[src/hdl/assert_macros.svh]
// Assertion macros for the RTL files; the top level includes them.
`ifndef ASSERT_MACROS_SVH
`define ASSERT_MACROS_SVH

// Clocked check on clk, disabled while arst_n is low.
`define ASSERT_CLK(label, prop, msg) \
	label: assert property (@(posedge clk) disable iff (!arst_n) (prop)) else $error(msg);

// Condition that must never hold at a clock edge.
`define ASSERT_NEVER(label, expr, msg) \
	`ASSERT_CLK(label, !(expr), msg)

`endif

[src/hdl/cda_pkg.sv]
// Package for the date adder: widths, codes, constants, control structs, month table.
`default_nettype none
package cda_pkg;

	localparam int MONTH_W = 4;
	localparam int DAY_W = 5;
	localparam int YEAR_W = 14;
	localparam int ADD_W = 16;
	localparam int STATUS_W = 2;
	localparam int COUNT_BITS_DEF = 16;

	localparam logic [YEAR_W-1:0] MAX_YEAR = YEAR_W'(9999);
	localparam logic [MONTH_W-1:0] MONTH_JAN = MONTH_W'(1);
	localparam logic [MONTH_W-1:0] MONTH_FEB = MONTH_W'(2);
	localparam logic [MONTH_W-1:0] MONTH_DEC = MONTH_W'(12);
	localparam logic [DAY_W-1:0] DAY_FIRST = DAY_W'(1);
	localparam logic [DAY_W-1:0] DAY_LAST_DEC = DAY_W'(31);

	localparam logic [STATUS_W-1:0] ST_OK = STATUS_W'(0);
	localparam logic [STATUS_W-1:0] ST_BAD_DATE = STATUS_W'(1);
	localparam logic [STATUS_W-1:0] ST_OVERFLOW = STATUS_W'(2);

	// year / 100 as (year * RECIP_100) >> RECIP_SHIFT, exact for any 14-bit year
	localparam int RECIP_W = 13;
	localparam logic [RECIP_W-1:0] RECIP_100 = RECIP_W'(5243);
	localparam int RECIP_SHIFT = 19;
	localparam int PROD_W = YEAR_W + RECIP_W;
	localparam int CENT_W = PROD_W - RECIP_SHIFT;
	localparam int REM_W = 7;
	localparam logic [REM_W-1:0] REM_LAST = REM_W'(99);
	localparam int HUNDRED = 100;

	typedef struct packed {
		logic load;   // take a new year and start the split
		logic split;  // finish year mod 100 and century mod 4
		logic incr;   // step to the next year
	} yr_ctl_t;

	typedef struct packed {
		logic [DAY_W-1:0] dim;    // length of the current month
		logic             roll;   // count runs past the month end
		logic [DAY_W-1:0] d_next; // day when the count ends in this month
	} step_stat_t;

	function automatic logic [DAY_W-1:0] month_days(input logic [MONTH_W-1:0] m,
			input logic leap);
		logic [DAY_W-1:0] len;
		case (m)
			MONTH_FEB:                  len = leap ? DAY_W'(29) : DAY_W'(28);
			4'd4, 4'd6, 4'd9, 4'd11:    len = DAY_W'(30);
			default:                    len = DAY_W'(31);
		endcase
		return len;
	endfunction

endpackage
`default_nettype wire

[src/hdl/cda_year_track.sv]
// Year register with running mod-100 and century mod-4 counters for the leap rule.
`default_nettype none
module cda_year_track
	import cda_pkg::*;
(
	input  wire logic              clk,
	input  wire logic              arst_n,
	input  wire yr_ctl_t           ctl,
	input  wire logic [YEAR_W-1:0] year_in,
	output logic      [YEAR_W-1:0] year,
	output logic                   leap
);

	logic [YEAR_W-1:0] y_q;
	logic [PROD_W-1:0] prod_q;
	logic [REM_W-1:0]  rem_q;   // year mod 100
	logic [1:0]        cen_q;   // (year / 100) mod 4

	logic [CENT_W-1:0] cent;
	logic [YEAR_W:0]   rem_full;

	assign cent     = prod_q[PROD_W-1:RECIP_SHIFT];
	assign rem_full = (YEAR_W+1)'({1'b0, y_q}) - (YEAR_W+1)'(cent * CENT_W'(HUNDRED));

	always_ff @(posedge clk or negedge arst_n) begin
		if (!arst_n) begin
			y_q    <= '0;
			prod_q <= '0;
			rem_q  <= '0;
			cen_q  <= '0;
		end else begin
			if (ctl.load) begin
				y_q    <= year_in;
				prod_q <= PROD_W'(year_in) * PROD_W'(RECIP_100);
			end else if (ctl.split) begin
				rem_q <= rem_full[REM_W-1:0];
				cen_q <= cent[1:0];
			end else if (ctl.incr) begin
				y_q <= y_q + YEAR_W'(1);
				if (rem_q == REM_LAST) begin
					rem_q <= '0;
					cen_q <= cen_q + 2'd1;
				end else begin
					rem_q <= rem_q + REM_W'(1);
				end
			end
		end
	end

	assign year = y_q;
	// div by 4, and not by 100 unless by 400
	assign leap = (y_q[1:0] == 2'd0) && ((rem_q != '0) || (cen_q == 2'd0));

endmodule
`default_nettype wire

[src/hdl/cda_step_unit.sv]
// Shared month step: month length, compare of count against days left, next count.
`default_nettype none
module cda_step_unit
	import cda_pkg::*;
#(
	parameter int COUNT_BITS = COUNT_BITS_DEF
) (
	input  wire logic [MONTH_W-1:0]    month,
	input  wire logic [DAY_W-1:0]      day,
	input  wire logic                  leap,
	input  wire logic [COUNT_BITS-1:0] cnt,
	output step_stat_t                 stat,
	output logic      [COUNT_BITS-1:0] cnt_next
);

	logic [DAY_W-1:0] dim;
	logic [DAY_W-1:0] left;

	assign dim  = month_days(month, leap);
	assign left = dim - day;

	assign stat.dim    = dim;
	assign stat.roll   = cnt > COUNT_BITS'(left);
	assign stat.d_next = day + cnt[DAY_W-1:0];
	// roll: consume the rest of this month plus day 1 of the next
	assign cnt_next    = stat.roll ? (cnt - COUNT_BITS'(left) - COUNT_BITS'(1)) : '0;

endmodule
`default_nettype wire

[src/hdl/calendar_date_add_days.sv]
// Top level: Gregorian date plus day count, one month per cycle under a small sequencer.
//
//  channel  | handshake              | word
//  ---------+------------------------+-------------------------------------------
//  command  | start, busy            | start_month, start_day, start_year, add_count
//  result   | done (1-cycle strobe)  | end_month, end_day, end_year, status
//
// A command is taken when start is high and busy is low; busy then stays high.
// A command is loaded, its year split and the start date checked, then the months
// crossed are stepped through, and the result is posted.
// An invalid start date posts its result from the check state, without stepping.
// done pulses one cycle with the result; it cannot be stalled. busy drops with done.
// Reset (arst_n low) returns to idle with no result pending.
`default_nettype none
module calendar_date_add_days
	import cda_pkg::*;
#(
	parameter int COUNT_BITS = COUNT_BITS_DEF
) (
	input  wire logic                clk,
	input  wire logic                arst_n,
	input  wire logic                start,
	output logic                     busy,
	input  wire logic [MONTH_W-1:0]  start_month,
	input  wire logic [DAY_W-1:0]    start_day,
	input  wire logic [YEAR_W-1:0]   start_year,
	input  wire logic [ADD_W-1:0]    add_count,
	output logic                     done,
	output logic      [MONTH_W-1:0]  end_month,
	output logic      [DAY_W-1:0]    end_day,
	output logic      [YEAR_W-1:0]   end_year,
	output logic      [STATUS_W-1:0] status
);

`include "assert_macros.svh"

	// only the low COUNT_BITS bits of the count take part
	localparam int LOAD_W = (COUNT_BITS < ADD_W) ? COUNT_BITS : ADD_W;

	typedef enum logic [1:0] {
		S_IDLE,
		S_SPLIT,  // year mod 100 and century mod 4 settle
		S_CHECK,  // start date validation
		S_RUN     // one month per cycle
	} state_t;

	state_t                  state_q;
	logic [MONTH_W-1:0]      m_q;
	logic [DAY_W-1:0]        d_q;
	logic [COUNT_BITS-1:0]   n_q;
	logic                    done_q;
	logic [MONTH_W-1:0]      end_month_q;
	logic [DAY_W-1:0]        end_day_q;
	logic [YEAR_W-1:0]       end_year_q;
	logic [STATUS_W-1:0]     status_q;

	logic                    accept;
	yr_ctl_t                 yr_ctl;
	logic [YEAR_W-1:0]       year;
	logic                    leap;
	step_stat_t              stat;
	logic [COUNT_BITS-1:0]   n_next;
	logic                    bad_date;
	logic                    at_max;

	assign accept = start && (state_q == S_IDLE);

	cda_year_track u_year (
		.clk     (clk),
		.arst_n  (arst_n),
		.ctl     (yr_ctl),
		.year_in (start_year),
		.year    (year),
		.leap    (leap)
	);

	cda_step_unit #(
		.COUNT_BITS (COUNT_BITS)
	) u_step (
		.month    (m_q),
		.day      (d_q),
		.leap     (leap),
		.cnt      (n_q),
		.stat     (stat),
		.cnt_next (n_next)
	);

	// validation reuses the step unit's month length
	assign bad_date = (m_q < MONTH_JAN) || (m_q > MONTH_DEC) || (year > MAX_YEAR) ||
		(d_q == '0) || (d_q > stat.dim);

	assign at_max = (year >= MAX_YEAR);

	always_comb begin
		yr_ctl.load  = accept;
		yr_ctl.split = (state_q == S_SPLIT);
		// December roll with room left in the year range
		yr_ctl.incr  = (state_q == S_RUN) && (n_q != '0) && stat.roll &&
			(m_q == MONTH_DEC) && !at_max;
	end

	always_ff @(posedge clk or negedge arst_n) begin
		if (!arst_n) begin
			state_q     <= S_IDLE;
			m_q         <= '0;
			d_q         <= '0;
			n_q         <= '0;
			done_q      <= 1'b0;
			end_month_q <= '0;
			end_day_q   <= '0;
			end_year_q  <= '0;
			status_q    <= ST_OK;
		end else begin
			done_q <= 1'b0;
			case (state_q)
				S_IDLE: begin
					if (start) begin
						m_q     <= start_month;
						d_q     <= start_day;
						n_q     <= COUNT_BITS'(add_count[LOAD_W-1:0]);
						state_q <= S_SPLIT;
					end
				end
				S_SPLIT: begin
					state_q <= S_CHECK;
				end
				S_CHECK: begin
					if (bad_date) begin
						end_month_q <= '0;
						end_day_q   <= '0;
						end_year_q  <= '0;
						status_q    <= ST_BAD_DATE;
						done_q      <= 1'b1;
						state_q     <= S_IDLE;
					end else begin
						state_q <= S_RUN;
					end
				end
				S_RUN: begin
					if (n_q == '0) begin
						end_month_q <= m_q;
						end_day_q   <= d_q;
						end_year_q  <= year;
						status_q    <= ST_OK;
						done_q      <= 1'b1;
						state_q     <= S_IDLE;
					end else if (!stat.roll) begin
						// count ends inside this month
						d_q <= stat.d_next;
						n_q <= '0;
					end else if (m_q == MONTH_DEC && at_max) begin
						// past 12/31/9999: saturate
						end_month_q <= MONTH_DEC;
						end_day_q   <= DAY_LAST_DEC;
						end_year_q  <= MAX_YEAR;
						status_q    <= ST_OVERFLOW;
						done_q      <= 1'b1;
						state_q     <= S_IDLE;
					end else begin
						d_q <= DAY_FIRST;
						n_q <= n_next;
						m_q <= (m_q == MONTH_DEC) ? MONTH_JAN : (m_q + MONTH_W'(1));
					end
				end
				default: begin
					state_q <= S_IDLE;
				end
			endcase
		end
	end

	assign busy      = (state_q != S_IDLE);
	assign done      = done_q;
	assign end_month = end_month_q;
	assign end_day   = end_day_q;
	assign end_year  = end_year_q;
	assign status    = status_q;

	`ASSERT_CLK(a_done_idle, done |-> !busy, "result posted while still busy")
	`ASSERT_CLK(a_take_busy, (start && !busy) |=> busy, "command taken but busy not raised")
	`ASSERT_CLK(a_done_pulse, done |=> !done, "result strobe longer than one cycle")
	`ASSERT_CLK(a_ok_range, (done && status == ST_OK) |->
		(end_day != '0 && end_month >= MONTH_JAN && end_month <= MONTH_DEC),
		"ok result with a date out of range")
	`ASSERT_CLK(a_sat_date, (done && status == ST_OVERFLOW) |->
		(end_year == MAX_YEAR && end_month == MONTH_DEC && end_day == DAY_LAST_DEC),
		"overflow result not saturated to the last date")
	`ASSERT_NEVER(a_status_code, done && status > ST_OVERFLOW, "undefined status code")

endmodule
`default_nettype wire
[config.mk]
export PLATFORM = sky130hd
export DESIGN_NAME = calendar_date_add_days
export DESIGN_NICKNAME = d
export VERILOG_FILES = /design/src/hdl/cda_pkg.sv /design/src/hdl/cda_year_track.sv /design/src/hdl/cda_step_unit.sv /design/src/hdl/calendar_date_add_days.sv
export VERILOG_INCLUDE_DIRS = /design/src /design/src/hdl
export SDC_FILE = /design/constraint.sdc
export NUM_CORES = 1
export LEC_CHECK = 0
export BUFFER_PORTS_ARGS = -buffer_cell sky130_fd_sc_hd__buf_2
export CELL_PAD_IN_SITES_DETAIL_PLACEMENT = 0
export CELL_PAD_IN_SITES_GLOBAL_PLACEMENT = 1
export CORE_UTILIZATION = 32
export DETAILED_ROUTE_END_ITERATION = 12
export PLACE_DENSITY_LB_ADDON = 0.1
export SETUP_SLACK_MARGIN = 0.2
export SLEW_MARGIN = 40
export SYNTH_ARGS = -nofsm -noshare
export SYNTH_HDL_FRONTEND = slang
export SYNTH_HIERARCHICAL = 1
export SYNTH_SLANG_ARGS = --single-unit
[constraint.sdc]
create_clock -name clk -period 8.5 [get_ports clk]
set_input_delay 0.425 -clock clk [delete_from_list [all_inputs] [get_ports clk]]
set_output_delay 0.425 -clock clk [all_outputs]
set_load 0.02 [all_outputs]
==> results of run 1 <==
-- routing by layer --
| metal | routed length, um | share of wire | up-vias | GRT usage |
|---|---|---|---|---|
| li1 | - | - | 3232 | - |
| met1 | 10450 | 0.46 | 3128 | 0.2232 |
| met2 | 11570 | 0.51 | 90 | 0.3112 |
| met3 | 485 | 0.021 | 10 | 0.01723 |
| met4 | 231 | 0.010 | 0 | 0.03760 |
| met5 | 0 | 0 | - | 0 |
-- stage by stage --
step	hold WS [ns]	setup WS, ns	cell area (um^2)	std cells	power (mW)
after floorplan	0.1294	3.626	8561	905	2.504
after global routing	0.02659	2.575	9578	1301	3.930
after global placement	0.3894	3.186	9226	1284	3.121
after detailed placement	0.3933	3.108	9246	1285	3.121
final	-0.005915	3.098	9578	1301	3.536
after CTS	0.009418	3.058	9578	1301	3.597
-- worst reg2reg max path: stages, from the launching register on --
cell	delay, ns
dfrtp_1	0.42
inv_1	0.09
ha_1	0.14
nor4b_1	0.21
a21boi_0	0.13
inv_1	0.07
a21oi_1	0.05
o31ai_1	0.36
ha_1	0.27
fa_1	0.22
nand3_1	0.10
xnor2_1	0.17
ha_1	0.42
and4b_1	0.27
o21ai_0	0.13
a32o_1	0.44
nand2_1	0.22
nand3_1	0.17
nor2_1	0.17
nor2b_1	0.35
and3_1	0.36
and2_1	0.16
nand4_1	0.11
xor2_1	0.17
o21ai_0	0.13
-- logic make-up (layout without fill, tap and decap cells) --
| logic type | Yosys count | after routing | share of synthesized area |
|---|---|---|---|
| flip-flops | 81 | 81 | 0.2370 |
| buffers and inverters | 183 | 244 | 0.08499 |
| multiplexers | 28 | 28 | 0.04184 |
| AO/OA/AOI/OAI | 196 | 196 | 0.1521 |
| AND/OR/NAND/NOR | 193 | 193 | 0.1195 |
| other | 1 | 3 | 0.0004384 |
| XOR/XNOR | 39 | 39 | 0.03994 |
| adder cells (fa/ha/maj) | 182 | 182 | 0.3242 |
-- registers in the layout, summed over array words and instances (netlist names) --
signal	cells
done	1
u_year/rem_q	7
u_year/prod_q	5
m_q	4
end_day	5
u_year/year	14
state_q	2
status	2
end_year	14
d_q	5
u_year/cen_q	2
end_month	4
n_q	16
-- power groups by stage --
stage	clock (mW)	sequential, mW	combinational (mW)
final	0.451	0.771	2.31
after floorplan	0	0.683	1.82
after global placement	0	0.782	2.34
after global routing	0.478	0.800	2.65
after detailed placement	0	0.780	2.34
after CTS	0.467	0.773	2.36
-- placed cells by master (no fill, tap or decap), types with 7 or more instances in the layout --
master and n:
nor4_1 8, nor3_1 9, nor2b_1 7, mux2_4 15, nor2_1 19, ha_1 116, buf_4 10, inv_1 150
and3_1 7, nand3_1 24, clkbuf_16 9, a21o_1 11, mux2i_1 11, xnor2_1 19, a21oi_1 48, nand2_1 70
o21ai_0 57, nor3b_1 7, buf_2 67, dfrtp_1 81, fa_1 66, xor2_1 20, nand4_1 11, a221o_1 15
a22o_1 9
-- final timing paths --
kind                                              from                          end  slack (ns)  cells past startpoint
setup / recovery           u_year/rem_q[0]$_DFFE_PN0P_  u_year/year[13]$_DFFE_PN0P_        3.10                     24
hold / removal                                  arst_n          n_q[13]$_DFFE_PN0P_      -0.006                      1
setup reg to reg           u_year/rem_q[0]$_DFFE_PN0P_  u_year/year[13]$_DFFE_PN0P_        3.10                     24
hold reg to reg                  status[1]$_DFFE_PN0P_        status[1]$_DFFE_PN0P_        0.50                      1
max in group asynchronous                       arst_n   u_year/year[5]$_DFFE_PN0P_        7.42                      2
min in group clk                          start_day[4]           d_q[4]$_DFFE_PN0P_        0.36                      3
-- area by class of cell --
type / instances / area (um^2)
Multi-Input combinational cell: 641 / 5816
Sequential cell: 81 / 2027
Clock buffer: 9 / 225.2
Timing Repair Buffer: 78 / 421.7
Inverter: 150 / 563.0
Fill cell: 2747 / 16550
Clock inverter: 7 / 106.4
Tap cell: 335 / 419.2
==> metrics.cfg, run 1 <==
[critical_path]
slowest_stage=a32o_1
crit_buf_inv=2
worstPathRequired_ns=8.78
crit_arrival_ns=5.68
startpoint_type=flip-flop
path_class=reg2reg
cpMostUsedCell=ha_1
cpPeakStageDelay_ns=0.44
cp-end-kind=flip-flop
cp_max_fo=16
cp_top_family=simple AND/OR/NAND/NOR gates
crit_chain=inv_1 > ha_1 > nor4b_1 > a21boi_0 > inv_1 > a21oi_1 > o31ai_1 > ha_1 > fa_1 > nand3_1 > xnor2_1 > ha_1 > and4b_1 > o21ai_0 > a32o_1 > nand2_1 > nand3_1 > nor2_1 > nor2b_1 > and3_1 > and2_1 > nand4_1 > xor2_1 > o21ai_0

[clock_tree]
clk_latency_ns=0.35
cts-root-buf=clkbuf_16
clk_pin_slew_ns=0.07
cts_resized=0
cts_hold_buffers=0
cts.path.max_buffers=2
cts_tree=yes
htree_levels=3
cts.sinks=81
post-cts-setup-buffer-count=0
cts_buffers=9

[floorplanning]
start_util=0.3273
num_rows=59
io_pins=69
fp.dieH_um=165.5
fp.dieW_um=165.5
core_mm2=0.02613
dieArea_mm2=0.02739

[placed_design]
dp_hpwl_um=17850
placement.io_buffers=68
globalplace.congestion=0.8068

[global_route]
grt-ovfl-total=0
grt_util_all_layers=0.1735
grt_pass1_wl_um=36270
grt_max_degree=54
grt_pass1_vias=6669
antenna_found_initial=0

[sta]
whs_ns=-0.005915
rsz0062_at_grt=no
min_period_ns=5.402
tightestPinTransition_ns=0.7350
setup_violations=0
slew_violations=0
fmax_mhz=185.1
finalHoldViolations=3
finClkSkew_ns=0.01121
finalSetupTns_ns=0
slew_headroom=0.5048
finalCritPeriodShare=0.6356

[drt]
first_iter_violations=314
finalWirelength_um=22740
drc=8
wire_per_inst_um=17.48
drt_first_pass_iters=8
vias=6460
via_per_inst=4.965
ant_nets=0

[logic_synthesis]
synth_warnings=6
synth_async_sr_flop_share=1.000
netlist_instances=903
synth.most_common_cell=inv_1
synth-edff-count=0
synth_flop_cell=dfrtp_1
ys_ff_latch=81
synth_area_mm2=0.008553
synth.distinct_cells=71
netlist_top_cells_area=dfrtp_1 (24%), ha_1 (17%), fa_1 (15%), inv_1 (6.6%), o21ai_0 (3.3%)
netlist.top_cell.by_area=dfrtp_1
synth_common_cells=inv_1 (150), ha_1 (116), dfrtp_1 (81), nand2_1 (70), fa_1 (66)
yosysSeqAreaShare=0.2370
syn_area_per_cell_um2=9.472
synth_top_area_share=0.2370

[final_layout]
drive_gt1_frac=0.1325
fin_util=0.3665
antenna_cells=0
area_delta_synth_final_pct=11.98
final_net_count=1185

[power_and_ir_drop]
p_sw_mw=1.729
irDropWorstVdd_v=0.0001305
power_frac_comb=0.654
p_int_mw=1.806
powerDensity_mw_per_mm2=369.1
switching_share=0.4892
p_clk_frac=0.128
pwr-share-seq=0.218
p_leak_nw=4.881

[run]
cap_violations=0

[run_status]
violations=design-rule violations, negative hold slack
status=complete, but fails checks

[worst_hold_path]
hold_class=in2async

(Power assumes the default switching activity.)
==> run 2: changes to the inputs <==
==> constraint.sdc (replaced) <==
create_clock -name clk -period 5.4 [get_ports clk]
set_input_delay 0.27 -clock clk [delete_from_list [all_inputs] [get_ports clk]]
set_output_delay 0.27 -clock clk [all_outputs]
set_load 0.02 [all_outputs]
==> run 2 against run 1 <==
Against the previous run:
- the flow finishes with violations (design-rule violations)
- hold slack improved by 0.21 ns
- wire length increased by 0.15%
- maximum frequency increased by 14%
- global-route usage increased by 0.20 points
- clock power increased by 51%
- setup slack got worse by 2.4 ns
- clock skew decreased by 0.0053 ns
- sequential power increased by 53%
- register-to-register slack got worse by 2.4 ns
- critical endpoint is now end_year[2]$_DFFE_PN0P_
- largest cell class unchanged
- highest routed layer unchanged
==> metrics.cfg, run 2 (synthesis results as in run 1) <==
[final_layout]
final_cell_mix=inv_1 (150), ha_1 (115), dfrtp_1 (81)
nFillCells=2700
drive_gt1_frac=0.1510
area_delta_synth_final_pct=13.63
fin_util=0.3719
largest_register_ffs=16
layout_commonest_cell=inv_1
instances_no_fill=1315
antenna_cells=0
final_net_count=1200
top_register=n_q
finish.instance_area_mm2=0.009719

[critical_path]
slowest_stage=fa_1
cpPeakStageDelay_ns=0.45
cp_max_fo=12
worstPathRequired_ns=5.64
r2r_cells=22
crit_chain=inv_1 > ha_1 > nor4b_2 > a21boi_1 > inv_1 > a21oi_1 > o31ai_2 > ha_1 > fa_1 > xor2_1 > ha_2 > and4b_1 > o21ai_0 > a32o_1 > nand2_1 > buf_4 > nand4_1 > o21a_1 > o211ai_1 > buf_4 > o211ai_4 > a221o_1
startpoint_type=flip-flop
cp-end-kind=flip-flop
path_class=reg2reg
crit_arrival_ns=4.98

[placed_design]
dp_cells=1294
placed_area_mm2=0.009310
placement.io_buffers=68
dp_hpwl_um=17820
globalplace.congestion=0.7742
place_ws_ns=0.3555

[floorplanning]
fp.dieH_um=165.5
dieArea_mm2=0.02739
io_pins=69
start_util=0.3273
num_rows=59
fp.dieW_um=165.5
core_mm2=0.02613

[clock_tree]
clk_pin_slew_ns=0.06
cts.sinks=81
cts_tree=yes
cts_buffers=9
cts.path.max_buffers=2
htree_levels=3
clk_latency_ns=0.35
cts-root-buf=clkbuf_16

[drt]
wire_per_inst_um=17.32
vias=6532
via_per_inst=4.967
drc=8
first_iter_violations=272
finalWirelength_um=22780
drt_first_pass_iters=8
ant_nets=0

[global_route]
grt_pass1_wl_um=36570
grt-ovfl-total=0
antenna_found_initial=0
grt_pass1_vias=6676
grt_util_all_layers=0.1755
grt_max_degree=50

[sta]
finalCritPeriodShare=0.8777
setup_violations=0
whs_ns=0.2069
finalSetupTns_ns=0
slew_violations=0
fmax_mhz=211.0
tightestPinTransition_ns=0.6734
rsz0062_at_grt=no
finalHoldViolations=0
min_period_ns=4.739
slew_headroom=0.5463
finClkSkew_ns=0.005930
final.setup.worst_slack_ns=0.6605

[run_status]
violations=design-rule violations
status=complete, but fails checks

[worst_hold_path]
hold_class=in2reg
min_path_cells=3

[power_and_ir_drop]
p_leak_nw=4.941
irDropWorstVdd_v=0.0002300
power_mw=5.671
powerDensity_mw_per_mm2=583.4

[run]
cap_violations=0

-- run 2: per-layer routing --
metal | wire, um | global-route usage | vias up
met4 | 335 | 0.05000 | 0
met3 | 500 | 0.01523 | 15
met2 | 11530 | 0.3087 | 86
met5 | 0 | 0 | -
li1 | - | - | 3261
met1 | 10420 | 0.2278 | 3170
-- run 2: report_power, final --
part	internal [mW]	switching, mW	total [mW]
Sequential	0.828	0.350	1.18
Clock	0.405	0.274	0.679
Combinational	1.68	2.13	3.81
Total	2.92	2.75	5.67
-- run 2: repair_timing --
item | in CTS | in global routing
hold buffers | 1 | 0
resized for setup | 0 | 10
hold endpoints to repair | 40 | 0
setup buffers | 0 | 4
setup endpoints to repair | 0 | 44
-- run 2: final cells by class --
| cell class | instances | area, um^2 | share of cell area |
|---|---|---|---|
| clock inverters | 6 | 92.59 | 0.009526 |
| flip-flops and latches | 81 | 2027 | 0.2085 |
| repair buffers | 92 | 525.5 | 0.05407 |
| clock buffers | 9 | 225.2 | 0.02317 |
| inverters | 150 | 563.0 | 0.05793 |
| well taps | 335 | 419.2 | 0.04313 |
| multi-input cells | 642 | 5867 | 0.6036 |
-- run 2: path summary, 6_finish.rpt --
path	startpoint	endpoint	slack, ns
worst max-delay path	u_year/rem_q[0]$_DFFE_PN0P_	end_year[2]$_DFFE_PN0P_	0.66
worst min-delay path	start_day[4]	d_q[4]$_DFFE_PN0P_	0.21
worst max register to register	u_year/rem_q[0]$_DFFE_PN0P_	end_year[2]$_DFFE_PN0P_	0.66
worst min register to register	u_year/cen_q[1]$_DFFE_PN0P_	u_year/cen_q[1]$_DFFE_PN0P_	0.48
max in group asynchronous	arst_n	end_day[3]$_DFFE_PN0P_	3.97
min in group asynchronous	arst_n	n_q[13]$_DFFE_PN0P_	0.44
-- run 2: worst max-delay path: cells and delay by family, from the launching register on --
family | cells | cell delay, ns
buffers and inverters | 4 | 0.47
XOR/XNOR | 1 | 0.16
AND/OR/NAND/NOR | 4 | 0.70
AO/OA/AOI/OAI | 9 | 1.67
adder cells (fa/ha/maj) | 4 | 1.23
flip-flops | 1 | 0.37
